## src/sv/udprc_pkg.sv

```systemverilog
`timescale 1ns / 1ps
`default_nettype none
// ----------------------------------------------------------------------------
// udprc_pkg: shared types and constants for the UDP receive checker
// Verdict codes, register map, configuration bundle and the
// ones-complement add used by the checksum datapath.
// ----------------------------------------------------------------------------
package udprc_pkg;

	localparam int OPEN_PORT_SLOTS  = 4;
	localparam int UDP_HEADER_BYTES = 8;
	localparam logic [15:0] PROTO_UDP = 16'd17;

	// Register word indexes (byte address = 4 * index)
	localparam int REG_IDX_W = 3;
	localparam logic [REG_IDX_W-1:0] REG_LOCAL_IP  = 3'd0;
	localparam logic [REG_IDX_W-1:0] REG_PORT_A    = 3'd1;
	localparam logic [REG_IDX_W-1:0] REG_PORT_MASK = 3'd5;
	localparam int PADDR_W = REG_IDX_W + 2;

	typedef enum logic [1:0] {
		VERDICT_DELIVER     = 2'd0,
		VERDICT_BAD_LENGTH  = 2'd1,
		VERDICT_BAD_CSUM    = 2'd2,
		VERDICT_UNREACHABLE = 2'd3
	} verdict_t;

	typedef struct packed {
		logic [31:0]                      local_ip;
		logic [OPEN_PORT_SLOTS-1:0][15:0] open_port;
		logic [OPEN_PORT_SLOTS-1:0]       port_mask;
	} cfg_t;

	// One ones-complement accumulate step with a single end-around fold
	function automatic logic [16:0] oc_add(input logic [16:0] s, input logic [15:0] w);
		logic [17:0] t;
		logic [16:0] r;
		t = {1'b0, s} + {2'b00, w};
		r = {1'b0, t[15:0]} + {15'd0, t[17:16]};
		return r;
	endfunction

endpackage
`default_nettype wire

```

## src/sv/udprc_if.sv

```systemverilog
`timescale 1ns / 1ps
`default_nettype none
// ----------------------------------------------------------------------------
// udprc_if: request channels of the UDP receive checker
// Byte channel into the checker and verdict channel out of it.
// ----------------------------------------------------------------------------
interface udprc_in_if;
	logic        valid;
	logic        ready;
	logic [7:0]  data_byte;
	logic        last_byte;
	logic [31:0] sender_ip;

	modport source (output valid, data_byte, last_byte, sender_ip, input ready);
	modport sink   (input valid, data_byte, last_byte, sender_ip, output ready);
endinterface

interface udprc_out_if;
	logic        valid;
	logic        ready;
	logic [1:0]  verdict;
	logic [15:0] destination_port;
	logic [15:0] source_port;
	logic [15:0] received_length;

	modport source (output valid, verdict, destination_port, source_port, received_length,
		input ready);
	modport sink   (input valid, verdict, destination_port, source_port, received_length,
		output ready);
endinterface
`default_nettype wire

```

## src/sv/udprc_regs.sv

```systemverilog
`timescale 1ns / 1ps
`default_nettype none
// ----------------------------------------------------------------------------
// udprc_regs: configuration register file
// APB-style write/read of local IP, open port slots and the enable mask.
// ----------------------------------------------------------------------------
module udprc_regs (
	input  wire logic                         clk,
	input  wire logic                         arst_n,
	input  wire logic                         psel,
	input  wire logic                         penable,
	input  wire logic                         pwrite,
	input  wire logic [udprc_pkg::PADDR_W-1:0] paddr,
	input  wire logic [31:0]                  pwdata,
	output logic      [31:0]                  prdata,
	output logic                              pready,
	output udprc_pkg::cfg_t                   cfg
);

	logic [udprc_pkg::REG_IDX_W-1:0] idx;
	logic                            wr_en;
	udprc_pkg::cfg_t                 cfg_q;

	assign idx    = paddr[udprc_pkg::PADDR_W-1:2];
	assign wr_en  = psel & penable & pwrite;
	assign pready = 1'b1;
	assign cfg    = cfg_q;

	// Register writes
	always_ff @(posedge clk or negedge arst_n) begin
		if (!arst_n) begin
			cfg_q <= '0;
		end else if (wr_en) begin
			if (idx == udprc_pkg::REG_LOCAL_IP) begin
				cfg_q.local_ip <= pwdata;
			end
			if (idx == udprc_pkg::REG_PORT_MASK) begin
				cfg_q.port_mask <= pwdata[udprc_pkg::OPEN_PORT_SLOTS-1:0];
			end
			for (int slot = 0; slot < udprc_pkg::OPEN_PORT_SLOTS; slot++) begin
				if (idx == udprc_pkg::REG_IDX_W'(udprc_pkg::REG_PORT_A + slot)) begin
					cfg_q.open_port[slot] <= pwdata[15:0];
				end
			end
		end
	end

	// Read mux
	always_comb begin
		prdata = '0;
		if (idx == udprc_pkg::REG_LOCAL_IP) begin
			prdata = cfg_q.local_ip;
		end else if (idx == udprc_pkg::REG_PORT_MASK) begin
			prdata = 32'(cfg_q.port_mask);
		end
		for (int slot = 0; slot < udprc_pkg::OPEN_PORT_SLOTS; slot++) begin
			if (idx == udprc_pkg::REG_IDX_W'(udprc_pkg::REG_PORT_A + slot)) begin
				prdata = {16'd0, cfg_q.open_port[slot]};
			end
		end
	end

endmodule
`default_nettype wire

```

## src/sv/udp_receive_checker_unit.sv

```systemverilog
`timescale 1ns / 1ps
`default_nettype none
// The verdict is registered after the last byte passes the input and stage 2 registers.
// Throughput: one byte per cycle; a last byte waits in stage 1 while stage 2 is stalled.
// The final sum is split across two register stages (sender IP, then local IP,
// protocol and length) ahead of the verdict register.
// Reset: arst_n clears config, per-datagram state and pipeline valids; no clearing pass.
// ----------------------------------------------------------------------------
// udp_receive_checker_unit: UDP receive checksum, length and port checker
// Accumulates header fields and the ones-complement sum per byte and gives
// one verdict with both ports and the received length per datagram.
// ----------------------------------------------------------------------------
module udp_receive_checker_unit (
	input  wire logic                          clk,
	input  wire logic                          arst_n,
	udprc_in_if.sink                           rx,
	udprc_out_if.source                        result,
	input  wire logic                          psel,
	input  wire logic                          penable,
	input  wire logic                          pwrite,
	input  wire logic [udprc_pkg::PADDR_W-1:0] paddr,
	input  wire logic [31:0]                   pwdata,
	output logic      [31:0]                   prdata,
	output logic                               pready
);

	udprc_pkg::cfg_t cfg;

	udprc_regs u_regs (
		.clk     (clk),
		.arst_n  (arst_n),
		.psel    (psel),
		.penable (penable),
		.pwrite  (pwrite),
		.paddr   (paddr),
		.pwdata  (pwdata),
		.prdata  (prdata),
		.pready  (pready),
		.cfg     (cfg)
	);

	// Per-datagram state
	logic [15:0] byte_count_q;
	logic        length_overflow_q;
	logic [16:0] running_sum_q;
	logic [7:0]  pending_high_q;
	logic [15:0] hdr_src_q;
	logic [15:0] hdr_dst_q;
	logic [15:0] len_field_q;
	logic [15:0] csum_field_q;

	// Stage 1: registered input byte
	logic        valid_s1;
	logic [7:0]  byte_s1;
	logic        last_s1;
	logic [31:0] sip_s1;

	// Stage 2: snapshot of a finished datagram, partial sum
	logic        valid_s2;
	logic [16:0] psum_s2;
	logic [15:0] count_s2;
	logic        ovf_s2;
	logic [15:0] src_s2;
	logic [15:0] dst_s2;
	logic [15:0] len_s2;
	logic [15:0] csum_s2;

	// Result register
	logic        res_valid_q;
	logic [1:0]  res_verdict_q;
	logic [15:0] res_dst_q;
	logic [15:0] res_src_q;
	logic [15:0] res_len_q;

	// Flow control
	logic out_adv, s2_free, s2_move, s1_move;

	assign out_adv  = !res_valid_q || result.ready;
	assign s2_move  = valid_s2 && out_adv;
	assign s2_free  = !valid_s2 || out_adv;
	assign s1_move  = valid_s1 && (!last_s1 || s2_free);
	assign rx.ready = !valid_s1 || s1_move;

	// Stage 1: per-byte state update and first half of the final sum
	logic [15:0] cnt_n;
	logic        ovf_n;
	logic [16:0] sum_n;
	logic [7:0]  pend_n;
	logic [15:0] src_n, dst_n, len_n, csum_n;
	logic [16:0] psum_n;

	always_comb begin
		logic [15:0] w;
		logic [16:0] s;
		cnt_n  = byte_count_q;
		ovf_n  = length_overflow_q;
		sum_n  = running_sum_q;
		pend_n = pending_high_q;
		src_n  = hdr_src_q;
		dst_n  = hdr_dst_q;
		len_n  = len_field_q;
		csum_n = csum_field_q;
		w      = {pending_high_q, byte_s1};
		if (byte_count_q == 16'hFFFF) begin
			ovf_n = 1'b1;
		end else if (!length_overflow_q) begin
			if (!byte_count_q[0]) begin
				pend_n = byte_s1;
			end else begin
				unique case (byte_count_q)
					16'd1:   src_n  = w;
					16'd3:   dst_n  = w;
					16'd5:   len_n  = w;
					16'd7:   csum_n = w;
					default: ;
				endcase
				// checksum field itself is summed as zero
				if (byte_count_q != 16'd7) begin
					sum_n = udprc_pkg::oc_add(running_sum_q, w);
				end
			end
			cnt_n = byte_count_q + 16'd1;
		end
		// odd tail padded with zero, then sender IP of the pseudo header
		s = sum_n;
		if (!ovf_n && cnt_n[0]) begin
			s = udprc_pkg::oc_add(s, {pend_n, 8'h00});
		end
		s      = udprc_pkg::oc_add(s, sip_s1[31:16]);
		psum_n = udprc_pkg::oc_add(s, sip_s1[15:0]);
	end

	// Input register
	always_ff @(posedge clk or negedge arst_n) begin
		if (!arst_n) begin
			valid_s1 <= 1'b0;
		end else if (rx.ready) begin
			valid_s1 <= rx.valid;
		end
	end

	always_ff @(posedge clk) begin
		if (rx.valid && rx.ready) begin
			byte_s1 <= rx.data_byte;
			last_s1 <= rx.last_byte;
			sip_s1  <= rx.sender_ip;
		end
	end

	// Datagram state: updated as each byte leaves stage 1, cleared after the last
	always_ff @(posedge clk or negedge arst_n) begin
		if (!arst_n) begin
			byte_count_q      <= '0;
			length_overflow_q <= 1'b0;
			running_sum_q     <= '0;
			pending_high_q    <= '0;
			hdr_src_q         <= '0;
			hdr_dst_q         <= '0;
			len_field_q       <= '0;
			csum_field_q      <= '0;
		end else if (s1_move) begin
			if (last_s1) begin
				byte_count_q      <= '0;
				length_overflow_q <= 1'b0;
				running_sum_q     <= '0;
				pending_high_q    <= '0;
				hdr_src_q         <= '0;
				hdr_dst_q         <= '0;
				len_field_q       <= '0;
				csum_field_q      <= '0;
			end else begin
				byte_count_q      <= cnt_n;
				length_overflow_q <= ovf_n;
				running_sum_q     <= sum_n;
				pending_high_q    <= pend_n;
				hdr_src_q         <= src_n;
				hdr_dst_q         <= dst_n;
				len_field_q       <= len_n;
				csum_field_q      <= csum_n;
			end
		end
	end

	// Stage 2 register
	always_ff @(posedge clk or negedge arst_n) begin
		if (!arst_n) begin
			valid_s2 <= 1'b0;
		end else if (s2_free) begin
			valid_s2 <= s1_move && last_s1;
		end
	end

	always_ff @(posedge clk) begin
		if (s1_move && last_s1) begin
			psum_s2  <= psum_n;
			count_s2 <= cnt_n;
			ovf_s2   <= ovf_n;
			src_s2   <= src_n;
			dst_s2   <= dst_n;
			len_s2   <= len_n;
			csum_s2  <= csum_n;
		end
	end

	// Stage 2: rest of the pseudo header, checks and verdict
	udprc_pkg::verdict_t verdict_n;

	always_comb begin
		logic [16:0] s;
		logic [15:0] calc;
		logic        port_hit;
		s    = udprc_pkg::oc_add(psum_s2, cfg.local_ip[31:16]);
		s    = udprc_pkg::oc_add(s, cfg.local_ip[15:0]);
		s    = udprc_pkg::oc_add(s, udprc_pkg::PROTO_UDP);
		s    = udprc_pkg::oc_add(s, count_s2);
		calc = ~s[15:0];
		// a zero complement is sent as all ones
		if (calc == 16'd0) begin
			calc = 16'hFFFF;
		end
		port_hit = 1'b0;
		for (int i = 0; i < udprc_pkg::OPEN_PORT_SLOTS; i++) begin
			if (cfg.port_mask[i] && (cfg.open_port[i] == dst_s2)) begin
				port_hit = 1'b1;
			end
		end
		priority if (ovf_s2 || (count_s2 < 16'(udprc_pkg::UDP_HEADER_BYTES))
				|| (count_s2 < len_s2)) begin
			verdict_n = udprc_pkg::VERDICT_BAD_LENGTH;
		end else if ((csum_s2 != 16'd0) && (calc != csum_s2)) begin
			// zero received checksum means none was computed
			verdict_n = udprc_pkg::VERDICT_BAD_CSUM;
		end else if (!port_hit) begin
			verdict_n = udprc_pkg::VERDICT_UNREACHABLE;
		end else begin
			verdict_n = udprc_pkg::VERDICT_DELIVER;
		end
	end

	// Result register
	always_ff @(posedge clk or negedge arst_n) begin
		if (!arst_n) begin
			res_valid_q <= 1'b0;
		end else if (out_adv) begin
			res_valid_q <= valid_s2;
		end
	end

	always_ff @(posedge clk) begin
		if (s2_move) begin
			res_verdict_q <= verdict_n;
			res_dst_q     <= dst_s2;
			res_src_q     <= src_s2;
			res_len_q     <= count_s2;
		end
	end

	assign result.valid            = res_valid_q;
	assign result.verdict          = res_verdict_q;
	assign result.destination_port = res_dst_q;
	assign result.source_port      = res_src_q;
	assign result.received_length  = res_len_q;

`ifndef SYNTHESIS
	// state is cleared once a datagram's last byte leaves stage 1
	a_clear_after_last: assert property (@(posedge clk) disable iff (!arst_n)
		(s1_move && last_s1) |=> (byte_count_q == 16'd0 && !length_overflow_q))
		else $error("datagram state not cleared after last byte");

	// overflow only ever set with a saturated count
	a_ovf_saturated: assert property (@(posedge clk) disable iff (!arst_n)
		length_overflow_q |-> (byte_count_q == 16'hFFFF))
		else $error("length overflow without saturated count");

	// any verdict other than bad length implies at least a full header
	a_len_vs_verdict: assert property (@(posedge clk) disable iff (!arst_n)
		(res_valid_q && (res_verdict_q != udprc_pkg::VERDICT_BAD_LENGTH))
		|-> (res_len_q >= 16'(udprc_pkg::UDP_HEADER_BYTES)))
		else $error("short datagram passed length check");

	// a finished datagram waiting in stage 2 is not lost while output stalls
	a_s2_hold: assert property (@(posedge clk) disable iff (!arst_n)
		(valid_s2 && !out_adv) |=> (valid_s2 && $stable(count_s2)))
		else $error("stage 2 item dropped under stall");

	// the input side stays open whenever stage 1 is empty
	a_ready_when_empty: assert property (@(posedge clk) disable iff (!arst_n)
		!valid_s1 |-> rx.ready)
		else $error("input blocked with empty stage 1");
`endif

endmodule
`default_nettype wire
```

## src/flat_wrapper.sv

```systemverilog
// flat-port wrapper written by rule: the top's interface ports become plain ports
module udp_receive_checker_unit_flat 
  (clk, arst_n, psel, penable, pwrite, paddr, pwdata, prdata, pready, rx_valid, rx_data_byte, rx_last_byte, rx_sender_ip, rx_ready, result_valid, result_verdict, result_destination_port, result_source_port, result_received_length, result_ready);
  udprc_in_if rx_i ();
  udprc_out_if result_i ();
  input  wire logic clk;
  input  wire logic arst_n;
  input  wire logic psel;
  input  wire logic penable;
  input  wire logic pwrite;
  input  wire logic [udprc_pkg::PADDR_W-1:0] paddr;
  input  wire logic [31:0] pwdata;
  output logic      [31:0] prdata;
  output logic pready;
  input wire logic [$bits(rx_i.valid)-1:0] rx_valid;
  input wire logic [$bits(rx_i.data_byte)-1:0] rx_data_byte;
  input wire logic [$bits(rx_i.last_byte)-1:0] rx_last_byte;
  input wire logic [$bits(rx_i.sender_ip)-1:0] rx_sender_ip;
  output wire logic [$bits(rx_i.ready)-1:0] rx_ready;
  output wire logic [$bits(result_i.valid)-1:0] result_valid;
  output wire logic [$bits(result_i.verdict)-1:0] result_verdict;
  output wire logic [$bits(result_i.destination_port)-1:0] result_destination_port;
  output wire logic [$bits(result_i.source_port)-1:0] result_source_port;
  output wire logic [$bits(result_i.received_length)-1:0] result_received_length;
  input wire logic [$bits(result_i.ready)-1:0] result_ready;
  assign rx_i.valid = rx_valid;
  assign rx_i.data_byte = rx_data_byte;
  assign rx_i.last_byte = rx_last_byte;
  assign rx_i.sender_ip = rx_sender_ip;
  assign rx_ready = rx_i.ready;
  assign result_valid = result_i.valid;
  assign result_verdict = result_i.verdict;
  assign result_destination_port = result_i.destination_port;
  assign result_source_port = result_i.source_port;
  assign result_received_length = result_i.received_length;
  assign result_i.ready = result_ready;
  udp_receive_checker_unit u_core (.clk(clk), .arst_n(arst_n), .rx(rx_i), .result(result_i), .psel(psel), .penable(penable), .pwrite(pwrite), .paddr(paddr), .pwdata(pwdata), .prdata(prdata), .pready(pready));
endmodule
```

## config.mk

```make
export PLATFORM = sky130hd
export DESIGN_NAME = udp_receive_checker_unit_flat
export DESIGN_NICKNAME = d
export VERILOG_FILES = /design/src/sv/udprc_pkg.sv /design/src/sv/udprc_if.sv /design/src/sv/udprc_regs.sv /design/src/sv/udp_receive_checker_unit.sv /design/src/flat_wrapper.sv
export SDC_FILE = /design/constraint.sdc
export NUM_CORES = 1
export LEC_CHECK = 0
export BUFFER_PORTS_ARGS = -buffer_cell sky130_fd_sc_hd__buf_2
export CORE_MARGIN = 4
export CORE_UTILIZATION = 45
export DETAILED_ROUTE_END_ITERATION = 12
export HOLD_SLACK_MARGIN = 0.02
export PLACE_DENSITY = 0.62
export SLEW_MARGIN = 20
export SYNTH_ARGS = -nofsm -noshare
export SYNTH_HDL_FRONTEND = slang
export SYNTH_SLANG_ARGS = --single-unit
```

## constraint.sdc

```tcl
create_clock -name clk -period 26.5 [get_ports clk]
set_input_delay 1.325 -clock clk [delete_from_list [all_inputs] [get_ports clk]]
set_output_delay 1.325 -clock clk [all_outputs]
set_load 0.03 [all_outputs]
```

==> results.ini <==
[drt]
antenna_left = 0
drtIter0Drc = 1210
routedWlPerCell_um = 21.2
viasPerCell = 5.75
dr.pass1.iters = 7
drt-total-wl_um = 64500
num_vias = 17487
drcViolationCount = 0

[cts]
clock-sinks = 398
cts_tree = done
cts_max_level = 2
hold_buffers = 0
cts.path.max_buffers = 3
post-cts-setup-buffers = 0
clockRootBuffer = clkbuf_16
insertion_delay_ns = 0.58
cts_resized = 0
cts_buffers = 46
cts.clk_slew.worst_paths_ns = 0.06

[sta]
holdWs_ns = 0.426
period_minus_slack_ns = 15.81
fmax_mhz = 63.2
fin_tns_setup_ns = 0
tightest_slew_ns = 1.07
grt_setup_unrepaired = no
finalSetupViolCount = 0
relSlewSlack_pct = 28.4
drv_slew = 0
hold_violations = 0
fin_crit_sh_pct = 59.7
finClkSkew_ns = 0.0182

[setup_path]
cp.depth = 77
slowest_delay_ns = 0.68
reg2reg_slack_ns = 10.69
timing.rr.end = u_core.psum_s2[15]$_DFFE_PP_
crit_type = reg -> reg
crit_family = compound AO/OA/AOI/OAI gates
cp_num_buf_inv = 5
crit_path_frequent_cell = a21oi_1
worst-r2r-cell-count = 77
cp_slowest_cell = o31ai_1
cp.required_ns = 26.81
end_kind = flip-flop
crit_path_max_fanout = 6
critPathArrivalTime_ns = 16.12
startpoint = u_core.byte_s1[0]$_DFFE_PP_
start_kind = flip-flop
crit_path_end = u_core.psum_s2[15]$_DFFE_PP_
reg2reg_from = u_core.byte_s1[0]$_DFFE_PP_

[logic_synthesis]
synth_ff_type = dfrtp_1
synth_cell_types = 91
synth_commonest_cells = dfrtp_1, edfxtp_1, ha_1
syn_area_um2 = 24200
avgSynthCellArea_um2 = 11.2
yosysTopAreaCellShare_pct = 23.5
ys_async_sr_fraction_pct = 52.5
synth_seq_cells = 398
seq_area_frac_synth_pct = 45.1
synthesis.instances = 2152
yosysTopAreaCell = edfxtp_1
synth_edf_count = 189
synth_nets = 2425
synthTopCellsByArea = edfxtp_1, dfrtp_1, ha_1
yosysMostFrequentCell = dfrtp_1
ys_warn_count = 0

[layout]
area_growth_pct = 13.2
n_antenna_cell = 0
drive_gt1_share_pct = 19.6
final_util_pct = 51.7
fin_nets = 2589

[floorplanning]
rows = 84
die-area_um2 = 57400
start_util_pct = 45.7
die_x_um = 240
pin_count = 170
core_area_um2 = 52900
die_y_um = 240

[job]
maxCapViolCount = 0

[global_route]
grt_max_degree = 86
grt_pass1_vias = 17465
grt_pass1_wl_um = 99900
antenna_found_initial = 1
grt_overflow = 0
grt_usage_pct = 22.2

[run_status]
status = complete, no violations

[place]
place_hpwl_um = 46900
gp_congestion = 0.888
port-buffer-count = 166

[hold_path]
min_path_type = reg -> reg

==> sequential cells by signal, indices dropped and copies added (netlist names), 2 cells and up <==
register and cells:
u_core.len_field_q 16, u_core.result.source_port 16, u_core.result.destination_port 16, u_core.dst_s2 16, u_core.len_s2 16, u_core.sip_s1 32
u_core.result.verdict 2, u_core.hdr_src_q 16, u_core.result.received_length 16, u_core.running_sum_q 17, u_core.src_s2 16, u_core.csum_s2 16
u_core.u_regs.cfg 100, u_core.csum_field_q 16, u_core.count_s2 16, u_core.byte_count_q 16, u_core.pending_high_q 8, u_core.psum_s2 17
u_core.hdr_dst_q 16, u_core.byte_s1 8
==> placed cells by master (no fill, tap or decap), types with 69 or more instances in the layout <==
cell	synthesis	layout
a22o_1	91	91
a21oi_1	85	85
nand2_1	129	128
o21ai_0	69	69
buf_2	2	165
edfxtp_1	189	189
mux2_2	161	161
xnor2_1	143	143
inv_1	103	103
dfrtp_1	209	209
xor2_1	97	97
ha_1	171	171
nor2_1	106	104
==> cell families after synthesis <==
family | share of synthesized area, %
simple gates | 10.8
compound gates | 13.4
flops | 45.1
xor+xnor | 8.80
fa+ha+maj | 10.3
mux | 8.83
buf+inv | 2.75
other cells | 0.0155
==> worst reg2reg max path, delay by kind of cell, from the launching register on <==
kind	cells	cell delay [ns]
fa+ha+maj	10	2.81
flops	1	0.58
buf+inv	5	0.36
xor+xnor	4	0.63
compound gates	42	8.55
simple gates	16	2.63
==> per-stage QoR <==
| stage | area [um2] | cells | setup slack (ns) |
|---|---|---|---|
| 2_1_floorplan | 24200 | 2152 | 12.85 |
| 3_3_place_gp | 25800 | 2956 | 11.08 |
| 3_5_place_dp | 25800 | 2956 | 10.88 |
| 4_1_cts | 27300 | 3040 | 10.79 |
| 5_1_grt | 27300 | 3040 | 9.10 |
| 6_report | 27300 | 3040 | 10.69 |
==> metal layers <==
layer  up-vias  track usage (%)  share of wire [%]
li1       8268                -                  -
met1      8684             31.8                 47
met2       444             35.6                 46
met3        91             2.90                4.9
met4         0             6.53                2.8
met5         -                0                  0
==> how the worst min path moves through the flow <==
stage	startpoint	end	slack, ns	cells past startpoint
floorplan	u_core.src_s2[0]$_DFFE_PP_	u_core.result.source_port[0]$_DFFE_PP_	0.40	0
global placement	u_core.src_s2[11]$_DFFE_PP_	u_core.result.source_port[11]$_DFFE_PP_	0.41	0
detailed placement	u_core.src_s2[9]$_DFFE_PP_	u_core.result.source_port[9]$_DFFE_PP_	0.41	0
CTS	u_core.src_s2[4]$_DFFE_PP_	u_core.result.source_port[4]$_DFFE_PP_	0.43	0
global route	u_core.src_s2[10]$_DFFE_PP_	u_core.result.source_port[10]$_DFFE_PP_	0.43	0
finish	u_core.src_s2[4]$_DFFE_PP_	u_core.result.source_port[4]$_DFFE_PP_	0.43	0
==> final cells by class <==
| type | instances | area [um2] |
|---|---|---|
| fillers | 4699 | 25500 |
| multi-input cells | 1581 | 12600 |
| flip-flops and latches | 398 | 10900 |
| clock buffers | 56 | 1240 |
| repair buffers | 186 | 991 |
| well taps | 688 | 861 |
| inverters | 103 | 387 |
| clock inverters | 28 | 308 |
Power is not shown: default switching activity piles up to over one toggle a cycle in this logic, so the estimate is an artifact.
